`config.mk`:
```
export PLATFORM = sky130hd
export DESIGN_NAME = lcd_scanline_mode_timer
export DESIGN_NICKNAME = d
export VERILOG_FILES = /design/src/rtl/lsmt_pkg.sv /design/src/rtl/lcd_scanline_mode_timer.sv /design/src/rtl/lsmt_step.sv
export SDC_FILE = /design/constraint.sdc
export NUM_CORES = 1
export LEC_CHECK = 0
export BUFFER_PORTS_ARGS = -buffer_cell sky130_fd_sc_hd__buf_2
export CAP_MARGIN = 20
export CORE_UTILIZATION = 56
export CTS_BUF_LIST = sky130_fd_sc_hd__clkbuf_8 sky130_fd_sc_hd__clkbuf_16
export CTS_CLUSTER_DIAMETER = 120
export DETAILED_ROUTE_END_ITERATION = 16
export HOLD_SLACK_MARGIN = 0.08
export PLACE_DENSITY = 0.8
export SLEW_MARGIN = 25
export SYNTH_ARGS = -nofsm -noshare
export SYNTH_HDL_FRONTEND = slang
export SYNTH_SLANG_ARGS = --single-unit
```
`constraint.sdc`:
```
create_clock -name clk -period 4.22 [get_ports clk]
set_clock_uncertainty 0.05 [all_clocks]
set_input_delay 0.422 -clock clk [delete_from_list [all_inputs] [get_ports clk]]
set_output_delay 0.422 -clock clk [all_outputs]
set_load 0.1 [all_outputs]
```
`src/rtl/lsmt_pkg.sv`:
```
// Shared types and timing constants for the LCD scanline mode timer.
// No dependencies; used by lsmt_step and lcd_scanline_mode_timer.
`timescale 1ns / 1ps

package lsmt_pkg;

  localparam int unsigned DOTS_PER_LINE   = 456;
  localparam int unsigned MODE2_LAST_DOT  = 80;
  localparam int unsigned MODE3_LAST_DOT  = 252;
  localparam int unsigned VBLANK_LINE     = 144;
  localparam int unsigned WRAP_LINE       = 154;

  localparam int unsigned DOT_W    = 9;
  localparam int unsigned LINE_W   = 8;
  localparam int unsigned STATUS_W = 7;
  localparam int unsigned DOTS_W   = 6;
  localparam int unsigned LYC_W    = 8;
  localparam int unsigned SEL_W    = 4;

  localparam logic [LINE_W-1:0] LINE_NONE = 8'hFF;

  typedef enum logic [1:0] {
    MODE_HBLANK = 2'd0,
    MODE_VBLANK = 2'd1,
    MODE_OAM    = 2'd2,
    MODE_DRAW   = 2'd3
  } lcd_mode_t;

  typedef struct packed {
    logic [LINE_W-1:0]   line_cnt;
    logic [DOT_W-1:0]    dot_cnt;
    logic [LINE_W-1:0]   line_reg;
    lcd_mode_t           mode;
    logic [STATUS_W-1:0] status;
    logic                frame;
  } timer_state_t;

  typedef struct packed {
    logic [SEL_W-1:0]  stat_selects;
    logic [LYC_W-1:0]  lyc_value;
    logic              display_enabled;
    logic [DOTS_W-1:0] dots_elapsed;
  } step_in_t;

  typedef struct packed {
    logic                latch_window;
    logic                draw_line;
    logic                frame_done;
    logic                vblank_request;
    logic                stat_request;
    logic [STATUS_W-1:0] status_byte;
    logic [1:0]          lcd_mode;
    logic [LINE_W-1:0]   line_number;
  } step_out_t;

endpackage

```
`src/rtl/lcd_scanline_mode_timer.sv`:
```
// Top level of the LCD scanline mode timer: stream ports, timer state, result register.
// Depends on lsmt_pkg and lsmt_step.
`timescale 1ns / 1ps
//
// Channel  Direction  Payload
// in_      slave      dots_elapsed, display_enabled, lyc_value, stat_selects
// out_     master     line_number, lcd_mode, status_byte, request and event flags
//
// One transaction per cycle in while out_ is not held; one registered result per transaction.
// The timer state updates in the cycle of acceptance; the result register holds
// the output until taken, and a new transaction is taken in the same cycle as it drains.
// Reset clears the dot counter, mode, status and frame flag; the line register reads "no line".

module lcd_scanline_mode_timer (
  input  logic        clk,
  input  logic        rst_n,
  input  logic        in_tvalid,
  output logic        in_tready,
  // [5:0] dots_elapsed, [6] display_enabled, [14:7] lyc_value, [18:15] stat_selects
  input  logic [23:0] in_tdata,
  output logic        out_tvalid,
  input  logic        out_tready,
  // [7:0] line_number, [9:8] lcd_mode, [16:10] status_byte, [17] stat_request,
  // [18] vblank_request, [19] frame_done, [20] draw_line, [21] latch_window
  output logic [23:0] out_tdata
);

  lsmt_pkg::timer_state_t state_r;
  lsmt_pkg::timer_state_t state_nxt;
  lsmt_pkg::step_in_t     item;
  lsmt_pkg::step_out_t    result;
  logic                   out_tvalid_r;
  logic [23:0]            out_tdata_r;
  logic                   in_fire;

  assign item      = in_tdata[18:0];
  assign in_tready = !out_tvalid_r || out_tready;
  assign in_fire   = in_tvalid && in_tready;

  lsmt_step u_step (
    .state_cur (state_r),
    .item      (item),
    .state_nxt (state_nxt),
    .result    (result)
  );

  always_ff @(posedge clk) begin
    if (!rst_n) begin
      state_r.line_cnt <= '0;
      state_r.dot_cnt  <= '0;
      state_r.line_reg <= lsmt_pkg::LINE_NONE;
      state_r.mode     <= lsmt_pkg::MODE_HBLANK;
      state_r.status   <= '0;
      state_r.frame    <= 1'b0;
      out_tvalid_r     <= 1'b0;
    end else if (in_fire) begin
      state_r      <= state_nxt;
      out_tvalid_r <= 1'b1;
    end else if (out_tready) begin
      out_tvalid_r <= 1'b0;
    end
  end

  always_ff @(posedge clk) begin
    if (in_fire) begin
      out_tdata_r <= {2'b00, result};
    end
  end

  assign out_tvalid = out_tvalid_r;
  assign out_tdata  = out_tdata_r;

endmodule

```
`src/rtl/lsmt_step.sv`:
```
// Next-state and result logic for one timing update of the scanline timer.
// Depends on lsmt_pkg.
`timescale 1ns / 1ps

module lsmt_step (
  input  lsmt_pkg::timer_state_t state_cur,
  input  lsmt_pkg::step_in_t     item,
  output lsmt_pkg::timer_state_t state_nxt,
  output lsmt_pkg::step_out_t    result
);

  logic [lsmt_pkg::DOT_W:0]      dot_sum;
  logic [lsmt_pkg::DOT_W-1:0]    dot_new;
  logic [lsmt_pkg::LINE_W-1:0]   line_new;
  lsmt_pkg::lcd_mode_t           mode_new;
  logic                          line_change;
  logic                          match;
  logic [lsmt_pkg::SEL_W-1:0]    pending;
  logic                          wrap;

  always_comb begin
    dot_sum = {1'b0, state_cur.dot_cnt} + {{(lsmt_pkg::DOT_W + 1 - lsmt_pkg::DOTS_W){1'b0}},
                                           item.dots_elapsed};
    if (dot_sum >= (lsmt_pkg::DOT_W + 1)'(lsmt_pkg::DOTS_PER_LINE)) begin
      dot_new  = lsmt_pkg::DOT_W'(dot_sum - (lsmt_pkg::DOT_W + 1)'(lsmt_pkg::DOTS_PER_LINE));
      line_new = state_cur.line_cnt + 8'd1;
    end else begin
      dot_new  = dot_sum[lsmt_pkg::DOT_W-1:0];
      line_new = state_cur.line_cnt;
    end
  end

  always_comb begin
    if (line_new >= lsmt_pkg::LINE_W'(lsmt_pkg::VBLANK_LINE)) begin
      mode_new = lsmt_pkg::MODE_VBLANK;
    end else if (dot_new <= lsmt_pkg::DOT_W'(lsmt_pkg::MODE2_LAST_DOT)) begin
      mode_new = lsmt_pkg::MODE_OAM;
    end else if (dot_new <= lsmt_pkg::DOT_W'(lsmt_pkg::MODE3_LAST_DOT)) begin
      mode_new = lsmt_pkg::MODE_DRAW;
    end else begin
      mode_new = lsmt_pkg::MODE_HBLANK;
    end
  end

  assign line_change = (line_new != state_cur.line_reg);
  assign match       = (line_new == item.lyc_value);
  assign wrap        = line_change && (line_new >= lsmt_pkg::LINE_W'(lsmt_pkg::WRAP_LINE));

  always_comb begin
    pending = {match, 3'b000};
    case (mode_new)
      lsmt_pkg::MODE_HBLANK: pending[0] = 1'b1;
      lsmt_pkg::MODE_VBLANK: pending[1] = 1'b1;
      lsmt_pkg::MODE_OAM:    pending[2] = 1'b1;
      default:               pending    = {match, 3'b000};
    endcase
  end

  always_comb begin
    state_nxt = state_cur;
    result    = '0;
    if (item.display_enabled) begin
      state_nxt.frame    = 1'b0;
      state_nxt.line_cnt = line_new;
      state_nxt.dot_cnt  = dot_new;
      state_nxt.mode     = mode_new;
      if (line_change) begin
        state_nxt.line_reg = line_new;
        state_nxt.status   = {item.stat_selects, match, mode_new};
        result.stat_request = |(pending & item.stat_selects);
        if (line_new == lsmt_pkg::LINE_W'(lsmt_pkg::VBLANK_LINE)) begin
          result.vblank_request = 1'b1;
          state_nxt.frame       = 1'b1;
        end
        if (line_new == '0) begin
          result.latch_window = 1'b1;
        end else if (wrap) begin
          state_nxt.line_cnt = '0;
          state_nxt.dot_cnt  = '0;
          state_nxt.line_reg = lsmt_pkg::LINE_NONE;
        end
      end
      result.draw_line = !wrap && (mode_new == lsmt_pkg::MODE_DRAW)
                         && (state_cur.mode != lsmt_pkg::MODE_DRAW);
    end
    result.line_number = state_nxt.line_cnt;
    result.lcd_mode    = state_nxt.mode;
    result.status_byte = state_nxt.status;
    result.frame_done  = state_nxt.frame;
  end

endmodule

```
## Word level (Yosys, flattened, before mapping)

Cells that the tools add are included.
W data, S select, Z words.

- Output and inout port bits: 26
- Bits in registers: 58
- Input bits: 28

- Reduce and logical (&&, ||, !) cells: 14
- Equality and inequality tests: 7
- Add/sub/neg operators: 3
- Muxes and demuxes: 17
- Bitwise gates (word level): 1
- Order comparisons: 5

Operators with widths:

| operator | count |
|---|---|
| $mux W25 | 3 |
| $mux W35 | 1 |
| $ge A8 B8 Y1 const B | 2 |
| $mux W8 | 2 |
| $add A9 B6 Y10 | 1 |
| $ge A10 B9 Y1 const B | 1 |
| $le A9 B7 Y1 const B | 1 |
| $le A9 B8 Y1 const B | 1 |
| $mux W9 | 1 |
| $sub A9 B9 Y9 const B | 1 |
| $add A8 B1 Y8 const B | 1 |
| $eq A8 B8 Y1 | 1 |
| $eq A8 B8 Y1 const B | 1 |
| $logic_not A8 Y1 | 1 |
| $ne A8 B8 Y1 | 1 |
| $mux W1 | 7 |
| $mux W2 | 3 |
| $and A4 B4 Y4 | 1 |
| $eq A2 B2 Y1 const B | 2 |
| $logic_and A1 B1 Y1 | 4 |
| $reduce_and A2 Y1 | 2 |
| $reduce_or A4 Y1 | 1 |
| $reduce_and A3 Y1 | 1 |
| $eq A2 B1 Y1 const B | 1 |
| other kinds (5) | 6 |

## Depth between registers and ports, before layout

- Depth in word-level cells: 11
- Depth in mapped cells: 14
- Depth with buffers taken out: 14

## By module

From an unflattened synthesis, not the netlist that was laid out.

- Cells, all modules: 483
- Area total of the unflattened synthesis: 4,290.4 sq um

By module, submodules not included:

| module | instances | cells each | seq. area each (sq um) | area each (sq um) |
|---|---|---|---|---|
| lsmt_step | 1 | 300 | 0.0 | 2,164.6 |
| lcd_scanline_mode_timer | 1 | 183 | 1,381.3 | 2,125.8 |

## Worst setup path after synthesis

OpenSTA, ideal clock, no wires.

- Path kind: input -> register
- From: input port in_tdata[0]
- To: register out_tdata_r[13] (netlist: out_tdata[13]) (data pin)
- Arrival: 3.452 ns
- Stages on the path: 12
- Path buffers: 1
- Required time: 3.910 ns
- Path slack: 0.458 ns
- Setup time: 0.260 ns
- Cell sequence: ha_1 -> fa_1 -> a211oi_4 -> nor2_2 -> or4_4 -> a32oi_1 -> o21ai_1 -> a32oi_4 -> nand3_4 -> and2_1 -> buf_6 -> mux2_4

RTL lines:

| element | line | text |
|---|---|---|
| start: declaration | lcd_scanline_mode_timer.sv:20 | `input logic [23:0] in_tdata,` |
| end signal: assignment | lcd_scanline_mode_timer.sv:66 | `out_tdata_r <= {2'b00, result};` |
| end: declaration | lcd_scanline_mode_timer.sv:33 | `logic [23:0] out_tdata_r;` |

==> flow_summary_export.csv <==
group,metric,value,unit
power_and_ir_drop,p_sw_share,32.3,%
hold_path,min_path_type,"primary input to register",
floorplanning,rows,31,
route,drc,0,
critical_path,crit_family,"simple AND/OR/NAND/NOR gates",
place,gp_congestion,0.996,
power_and_ir_drop,internal-power,1.03,mW
synth,synth.top_cell.area_share,17.3,%
floorplanning,dieArea,7800,sq um
synth,syn_area,4170,sq um
synth,ys_dominant_reg_cell,"dfxtp_1",
synth,syn_inst,476,
timing,worst_pin_slew,815,ps
critical_path,critPathMaxStageDelay,480,ps
critical_path,end_kind,"register",
synth,synth.distinct_cells,88,
global_route,grt_max_degree,24,
route,via_per_inst,6.19,
clock_tree,cts_buffers,9,
clock_tree,cts_max_path_buffers,2,
route,dr.pass1.iters,5,
run,drv_cap,0,
critical_path,cp_num_buf_inv,1,
clock_tree,cts_htree_levels,3,
route,post_drt_wl_per_cell,16.7,um
synth,avgSynthCellArea,8.76,sq um
timing,tns,0,ps
synth,synth.ff_latch_count,58,
synth,async_flop_share,0,%
power_and_ir_drop,p_sw,492,uW
timing,finalMaxSlewViolations,0,
synth,ys_seq_area_share,33.1,%
critical_path,r2r_start,"state_r[18]$_SDFFE_PN0P_",
place,placed_cells,617,
clock_tree,insertion_delay,340,ps
power_and_ir_drop,p_total,1.52,mW
final_layout,stdcell_count,634,
floorplanning,boundaryPins,54,
synth,synth_warnings,0,
timing,fmax,0.250,GHz
clock_tree,hold_buffers,0,
route,routed_wl,10600,um
power_and_ir_drop,power_frac_comb,21.6,%
final_layout,nets,567,
route,ant_nets,0,
critical_path,critPathKind,"register to register",
timing,rsz0062_at_grt,"false",
power_and_ir_drop,power_density,317,nW/um^2
route,drt-initial-drc-count,398,
final_layout,drive_gt1_share,23.6,%
critical_path,startpoint_type,"register",
place,io_buffers,46,
power_and_ir_drop,p_leak,1.89,nW
critical_path,worstPathRequired,4270,ps
critical_path,cp-startpoint,"state_r[18]$_SDFFE_PN0P_",
final_layout,area.growth.synth_to_final,14.9,%
floorplanning,die_h,88.3,um
synth,synth_edf_count,22,
clock_tree,cts.reportedPaths.clkPinSlew,70,ps
timing,finalHoldViolations,0,
timing,fin_crit,4010,ps
critical_path,path_cells,"ha_1 -> fa_1 -> a211oi_4 -> nor2_2 -> nor4_1 -> nor3_2 -> buf_4 -> or3_1 -> a32oi_4 -> nand3_4 -> and2_1 -> mux2_4",
outcome,outcome,"complete, no violations",
critical_path,cp_max_fo,9,
synth,yosys.area.top_type,"dfxtp_1",
final_layout,n_antenna_cell,0,
final_layout,fin_util,66.4,%
global_route,overflow,0,
power_and_ir_drop,sequentialPowerShare,41.1,%
floorplanning,coreArea,7210,sq um
global_route,grt_util_all_layers,28.4,%
floorplanning,die-width,88.3,um
critical_path,cp.arrival,4050,ps
critical_path,critPathSlowestCell,"nor4_1",
hold_path,hold_start,"in_tvalid",
clock_tree,cts_tree,"done",
timing,setup_violations,0,
route,num_vias,3926,
synth,synthTopCellsByArea,"dfxtp_1, edfxtp_1, xor2_1",
place,hpwl,7870,um
power_and_ir_drop,pwr-share-clk,37.3,%
clock_tree,clock-sinks,58,
clock_tree,root_buffer,"clkbuf_8",
floorplanning,start_util,57.8,%
timing,maxSlewHeadroom,45.4,%
power_and_ir_drop,vdd_ir_drop_max,258,uV
global_route,grt_first_pass_wirelength,17000,um
global_route,grt_antenna_before_repair,0,
timing,fin_crit_sh,94.9,%
global_route,grt_pass1_vias,3600,
## logic make-up (layout without fill, tap and decap cells)
family,after synthesis,in the layout,share of synthesized area (%)
compound gates,129,130,23.7
xor+xnor,41,41,9.48
fa+ha+maj,9,9,2.88
buf+inv,42,99,4.95
flops,58,58,33.1
mux,7,7,2.07
other cells,1,2,0.0899
simple gates,189,189,23.7
## layout make-up
type                    count  area, sq um
clock buffers               9          124
fillers                   618         2420
inverters                   9         33.8
repair buffers             74          440
well taps                  99          124
multi-input cells         378         2600
clock inverters             7         92.6
flip-flops and latches     58         1380
## final timing paths
kind / end / slack (ps) / cells past startpoint
setup / recovery: out_tdata[14]$_DFFE_PP_ / 210 / 12
hold / removal: out_tvalid$_SDFFE_PN0P_ / 280 / 3
setup reg to reg: out_tdata[14]$_DFFE_PP_ / 210 / 12
hold reg to reg: state_r[0]$_SDFFE_PN0P_ / 410 / 2
## Yosys cell counts, types with 6 or more instances
library cell,number
nand2_1,47
nor2_1,42
dfxtp_1,36
a21oi_1,24
edfxtp_1,22
o21ai_0,22
xor2_1,22
nand3_1,21
xnor2_1,16
nor3_1,14
buf_2,12
clkbuf_1,12
a211oi_1,9
and3_1,8
ha_1,8
inv_1,8
a22o_1,7
and2_1,6
nor4_1,6
o211ai_1,6
## registers in the layout, summed over array words and instances, names as in the netlist
name and count:
state_r 35, out_tdata 22, out_tvalid 1
## layer usage
layer,vias up,routed length (um),GRT usage (%)
met5,-,0,0
met4,0,361,13.6
met3,30,754,4.94
met2,204,5130,47.1
met1,1821,4360,36.0
li1,1871,-,-
## per-stage QoR
step / instance area (sq um) / hold slack, ps / worst slack (ps)
after floorplan: 4170 / 379 / 458
after global placement: 4570 / 391 / 149
after detailed placement: 4570 / 397 / 70.8
after CTS: 4780 / 278 / 282
after global routing: 4790 / 295 / 28.7
final: 4790 / 280 / 214
## layout by cell type, fill, tap and decap left out, types with 6 or more instances in the layout
cell and count:
a211oi_1 9, a21oi_1 24, a22o_1 7, and2_1 6
and3_1 8, buf_2 46, buf_4 28, clkbuf_8 9
dfxtp_1 36, edfxtp_1 22, ha_1 8, inv_1 8
nand2_1 47, nand3_1 21, nor2_1 42, nor3_1 13
nor4_1 6, o211ai_1 6, o21ai_0 22, xnor2_1 16
xor2_1 22
## timing repair
action | in CTS | in global routing
setup endpoints to repair | 0 | 1
gates resized for setup | 0 | 1
hold endpoints to repair | 0 | 0
setup buffers | 0 | 0
## worst reg2reg max path: cells and delay by family, from the launching register on
kind / cells / cell delay, ps
adder cells (fa/ha/maj): 2 / 670
AND/OR/NAND/NOR: 6 / 1590
multiplexers: 1 / 350
buffers and inverters: 1 / 170
flip-flops: 1 / 320
AO/OA/AOI/OAI: 2 / 610
## power by group through the flow
stage / clock (mW) / combinational, mW / sequential (mW)
floorplan: 0 / 0.166 / 0.734
global placement: 0 / 0.316 / 0.636
detailed placement: 0 / 0.324 / 0.638
CTS: 0.577 / 0.326 / 0.625
global route: 0.590 / 0.353 / 0.628
finish: 0.567 / 0.328 / 0.626
(Power assumes the default switching activity.)
